**config.mk**
```make
export PLATFORM = sky130hd
export DESIGN_NAME = npr_useq
export DESIGN_NICKNAME = d
export VERILOG_FILES = /design/src/rtl/core/npr_pkg.sv /design/src/rtl/core/npr_useq.sv
export SDC_FILE = /design/constraint.sdc
export NUM_CORES = 1
export LEC_CHECK = 0
export ABC_AREA = 0
export BUFFER_PORTS_ARGS = -buffer_cell sky130_fd_sc_hd__buf_2
export CORE_AREA = 2 2 39 41
export CTS_CLUSTER_SIZE = 20
export DETAILED_ROUTE_END_ITERATION = 10
export DIE_AREA = 0 0 41 43
export GPL_TIMING_DRIVEN = 0
export PLACE_DENSITY = 0.36
export SLEW_MARGIN = 20
export SYNTH_ARGS = -nofsm -noshare
export SYNTH_HDL_FRONTEND = slang
export SYNTH_SLANG_ARGS = --single-unit
```
**constraint.sdc**
```tcl
create_clock -name clk_i -period 1.7 [get_ports clk_i]
set_input_delay 0.085 -clock clk_i [delete_from_list [all_inputs] [get_ports clk_i]]
set_output_delay 0.085 -clock clk_i [all_outputs]
set_load 0.05 [all_outputs]
```
**src/rtl/core/npr_pkg.sv**
```systemverilog
package npr_pkg;

  localparam int unsigned ChanW  = 8;
  localparam int unsigned DistW  = 18;
  localparam int unsigned IdxW   = 8;
  localparam int unsigned StepW  = 3;

  localparam logic [DistW-1:0] DistStart = '1;

  localparam logic [StepW-1:0] StepIdle   = 3'd0;
  localparam logic [StepW-1:0] StepScan   = 3'd1;
  localparam logic [StepW-1:0] StepDrain0 = 3'd2;
  localparam logic [StepW-1:0] StepDrain1 = 3'd3;
  localparam logic [StepW-1:0] StepEmit   = 3'd4;

  typedef enum logic {
    OpWrite = 1'b0,
    OpQuery = 1'b1
  } op_e;

  typedef enum logic [1:0] {
    CondNever   = 2'd0,
    CondAlways  = 2'd1,
    CondNoQuery = 2'd2,
    CondNotLast = 2'd3
  } cond_e;

  typedef struct packed {
    logic             op;
    logic [IdxW-1:0]  entry_index;
    logic [ChanW-1:0] red;
    logic [ChanW-1:0] green;
    logic [ChanW-1:0] blue;
  } cmd_t;

  typedef struct packed {
    logic [IdxW-1:0]  best_index;
    logic [DistW-1:0] best_distance;
    logic             exact_match;
  } res_t;

  typedef struct packed {
    logic idle;
    logic issue;
    logic emit;
  } ctrl_t;

  typedef struct packed {
    logic query;
    logic scan_last;
  } stat_t;

  typedef struct packed {
    ctrl_t            ctrl;
    cond_e            cond;
    logic [StepW-1:0] target;
  } uword_t;

  function automatic uword_t ucode_rom(input logic [StepW-1:0] step);
    uword_t w;
    w = '{ctrl: '{idle: 1'b0, issue: 1'b0, emit: 1'b0}, cond: CondAlways, target: StepIdle};
    unique case (step)
      StepIdle: begin
        w.ctrl.idle = 1'b1;
        w.cond      = CondNoQuery;
        w.target    = StepIdle;
      end
      StepScan: begin
        w.ctrl.issue = 1'b1;
        w.cond       = CondNotLast;
        w.target     = StepScan;
      end
      StepDrain0: begin
        w.cond = CondNever;
      end
      StepDrain1: begin
        w.cond = CondNever;
      end
      StepEmit: begin
        w.ctrl.emit = 1'b1;
        w.cond      = CondAlways;
        w.target    = StepIdle;
      end
      default: begin
        w.cond   = CondAlways;
        w.target = StepIdle;
      end
    endcase
    return w;
  endfunction

endpackage

```
**src/rtl/core/npr_useq.sv**
```systemverilog
module npr_useq (
  input  logic            clk_i,
  input  logic            rst_ni,
  input  npr_pkg::stat_t  stat_i,
  output npr_pkg::ctrl_t  ctrl_o
);
  import npr_pkg::*;

  logic [StepW-1:0] pc_q, pc_d;
  uword_t           uword;
  logic             take;

  assign uword  = ucode_rom(pc_q);
  assign ctrl_o = uword.ctrl;

  always_comb begin
    unique case (uword.cond)
      CondNever:   take = 1'b0;
      CondAlways:  take = 1'b1;
      CondNoQuery: take = ~stat_i.query;
      CondNotLast: take = ~stat_i.scan_last;
      default:     take = 1'b1;
    endcase
  end

  always_comb begin
    pc_d = take ? uword.target : pc_q + StepW'(1);
  end

  always_ff @(posedge clk_i or negedge rst_ni) begin
    if (!rst_ni) begin
      pc_q <= StepIdle;
    end else begin
      pc_q <= pc_d;
    end
  end

endmodule

```
# After elaboration in Yosys (flattened, before gate mapping)
# Cells that the tools add are included.
# op_classes
mux	7
n_reduce_logical	3
n_eq_ne	7
bitwise	2
order_cmp	0
div	0
shifts	0
multipliers	0
addsub	1
# ops
operator	count
3-bit by 2-bit == test with 1-bit output (second input constant)	2
2-bit one-hot mux with 3 select lines	1
2-bit == test (second input constant)	2
1-bit 2-to-1 mux	4
1-bit one-hot mux with 4 select lines	1
3-bit by 1-bit adder with 3-bit output (second input constant)	1
3-bit by 1-bit == test with 1-bit output (second input constant)	1
3-bit == test (second input constant)	1
3-bit zero test	1
3-bit 2-to-1 mux	1
2-bit by 1-bit == test with 1-bit output (second input constant)	1
2-bit zero test	1
1-bit NOT	2
2-bit OR reduction	1
# totals
memories	0
latchBits	0
mem_bits_rw	0
romBits	0
word_cells	21
in_bits	4
regBits	3
output_inout_bits	3

# Depth between registers and ports, before layout
# depth
ltp_word	6
depth_mapped	5
mapped_depth_nobuf	5

# Worst setup path after synthesis
# Ideal clock, no wire load.
# synth_timing
path_kind	register to register
from	reg pc_q[0]
to	reg pc_q[2]
stages_incl_launch_ff	6
path_slack_ns	0.164
t_arrival_ns	1.411
t_required_ns	1.575
setup_ns	0.125
period_less_slack_ns	1.536
path_buffers	0
cell_sequence	dfrtp_1 -> ha_1 -> ha_1 -> or4_1 -> o211ai_2 -> nor3b_1
# synth_between
elab_chain_cells	6
word_cells_on_any_way	13
cone_classes	1 x add/sub; 6 x eq/ne; 3 x mux; 3 x reduce/logical
# synth_rtl
element	line_no	source
start, declared	npr_useq.sv:9	logic [StepW-1:0] pc_q, pc_d;
start signal, assigned	npr_useq.sv:32	pc_q <= StepIdle;
start signal, assigned	npr_useq.sv:34	pc_q <= pc_d;
3-bit by 2-bit == test with 1-bit output	npr_pkg.sv:62	unique case (step)
2-bit OR reduction (no line)	--	
2-bit one-hot mux with 3 select lines	npr_pkg.sv:62	
2-bit == test (tied with other cells)	npr_useq.sv:17	unique case (uword.cond)
1-bit one-hot mux with 4 select lines	npr_useq.sv:17	
3-bit 2-to-1 mux (*)	npr_useq.sv:27	pc_d = take ? uword.target : pc_q + StepW'(1);
net pc_d[2]	npr_useq.sv:9	
# Mark *: on every way through the listed nets, which the timed path passes. The rest lies on a longest branch.

# Final worst setup path
# Same ends and word-level chain as after synthesis.

==> results by group <==
STA
  • Post-route clock period utilization: 0.939
  • Final Critical Period: 1.60 ns
  • Final Max Slew Viols: 0
  • Final Skew: 0.000867 ns
  • Worst Tran Pin Value: 0.250 ns
  • Hold Violations, Final: 0
  • Achievable Freq: 627 MHz
  • Slew HR: 0.834
  • Fin Setup TNS: 0 ns
  • Setup violators final: 0
  • Unrepaired setup endpoints after global routing: no

Finish
  • Filler cell count: 159
  • N_diodes: 0
  • Top reg by flops: pc_q
  • Top flop regs: pc_q x3
  • Final Net Count: 45
  • Share of post-route cells with drive strength above 1: 0.457
  • P&R area growth vs syn: 43.5%
  • Max reg flops: 3

Placed design
  • GP Congestion: 0.647
  • # port buffers: 6
  • Final HPWL DP: 303 um

GRT
  • GR Util All Layers: 0.0594
  • Grt total ovfl: 0
  • Antenna violations before repair: 0
  • Global-route wire length before repair: 641 um
  • Vias in the first global route: 183
  • Largest net degree at the start of global routing: 7

Logic synthesis
  • Mapped Avg Cell Area: 10.6 sq um
  • Post-synthesis cell count: 22
  • Syn Nets: 31
  • Library cells used by synthesis: 13
  • Synth warnings: 0
  • Flops & latches, synth: 3
  • Sequential cell area fraction in the yosys report: 0.323
  • Synth Cell Area: 233 sq um

Setup path
  • Crit path kind: reg2reg
  • Worst path depth: 5
  • CP Data Required Time: 1.81 ns
  • FF-to-FF path depth: 5
  • Crit-path leading delay family: simple AND/OR/NAND/NOR gates
  • Peak fanout along the critical path: 4
  • Crit. End Element: register
  • CP arrival: 1.70 ns
  • Worst path slowest cell: or4_1
  • Crit path buf inv count: 0
  • CP most frequent cell: ha_1
  • Critical path, cell by cell: ha_1 > ha_1 > or4_1 > o211ai_2 > nor3b_1
  • CP peak stage delay: 0.48 ns
  • CP startpoint kind: register

Clocking
  • Clock Sink Count: 3
  • Clk_lat worst skew: 0.23 ns
  • CTS clock-pin slew for the worst setup and hold paths: 0.04 ns
  • H-tree Lvls: 1
  • Root Buffer: clkbuf_4
  • TritonCTS buffer count: 3
  • Maximum root-to-sink buffer count: 2
  • CTS tree: built

Die
  • Die width: 41 um
  • Num rows: 14
  • Starting Density: 0.168
  • Core Box Area: 1380 sq um
  • Number of placed I/O pins: 7
  • Die Area: 1760 sq um
  • Chip Height: 43 um

Route
  • WL met3: 9 um
  • Routed vias/inst: 3.67
  • DR iter-0 viols: 0
  • Vias: 187
  • Post-Route WL: 391 um
  • Pre-antenna DRT Iters: 1
  • Post-route ant nets: 0
  • DRC viols: 0
  • WL met2: 217 um
  • Metal-1 WL: 163 um
  • Top sig layer: met3
  • Post-DR wirelength/cell: 7.67 um

Worst hold path
  • Hold crit path type: in2reg
  • Hold depth: 3

Run status
  • Status: finished clean

Run
  • Max-Cap Viols: 0
-- final timing paths --
kind | from | end | slack (ns)
max in group asynchronous | rst_ni | pc_q[2] | 1.42
min in group asynchronous | rst_ni | pc_q[0] | 0.17
max reg2reg | pc_q[0] | pc_q[2] | 0.10
min reg2reg | pc_q[0] | pc_q[0] | 0.60
max | pc_q[0] | pc_q[2] | 0.10
min | stat_i[0] | pc_q[0] | 0.15
-- through the flow --
| stage | std cells | setup WS [ns] | utilization | hold WS (ns) | cell area [sq um] |
|---|---|---|---|---|---|
| after CTS | 49 | 0.0869 | 0.231 | 0.141 | 319 |
| after detailed placement | 44 | 0.0929 | 0.204 | -0.117 | 283 |
| after floorplan | 22 | 0.164 | - | -0.211 | 233 |
| final | 51 | 0.104 | 0.241 | 0.152 | 334 |
| after global routing | 51 | 0.0110 | 0.241 | 0.169 | 334 |
| after global placement | 44 | 0.0997 | 0.204 | -0.119 | 283 |
-- layout make-up --
class / count / area (sq um) / area share
Timing Repair Buffer: 9 / 55.1 / 0.165
Inverter: 3 / 11.3 / 0.0337
Sequential cell: 3 / 75.1 / 0.225
Clock buffer: 4 / 26.3 / 0.0787
Multi-Input combinational cell: 16 / 146 / 0.438
Tap cell: 16 / 20.0 / 0.0599
-- logic make-up (layout without fill, tap and decap cells) --
kind of cell,Yosys count,count (layout),synth area share
and+or+nand+nor,9,9,0.285
AOI/OAI and AO/OA,2,2,0.0752
buffers and inverters,3,16,0.0484
DFF,3,3,0.323
adders and majority gates,5,5,0.269
-- cell usage after synthesis (all sizes together) --
cell    number  area (sq um)
nor2         1          3.75
or4          1          7.51
ha           5          62.6
inv          3          11.3
nand2        1          3.75
and2         1          7.51
o211ai       1          12.5
nor3b        1          7.51
dfrtp        3          75.1
or3b         1          8.76
a21oi        1          5.00
and2b        2          17.5
or4b         1          10.0
-- worst reg2reg max path, delay by kind of cell (launching register included) --
kind	cells	cell delay, ns
flip-flops	1	0.40
adder cells (fa/ha/maj)	2	0.40
AND/OR/NAND/NOR	2	0.56
AO/OA/AOI/OAI	1	0.11
-- what timing repair did --
action	CTS	global route
resized for setup	0	0
setup endpoints to repair	0	1
hold buffers	1	0
setup buffers	0	2
endpoints found under the hold margin	3	0
-- per-layer routing --
layer | global-route usage | vias to the layer above
met5 | 0 | -
met4 | 0.0800 | 0
met3 | 0.0314 | 0
met2 | 0.0719 | 2
met1 | 0.0584 | 85
li1 | - | 100
-- placed cells by master (no fill, tap or decap), drive strengths merged, types with 2 or more instances in the layout --
master  instances
inv             3
dfrtp           3
clkbuf          4
ha              5
buf             8
and2b           2
Power is not shown: default switching activity piles up to over one toggle a cycle in this logic, so the estimate is an artifact.
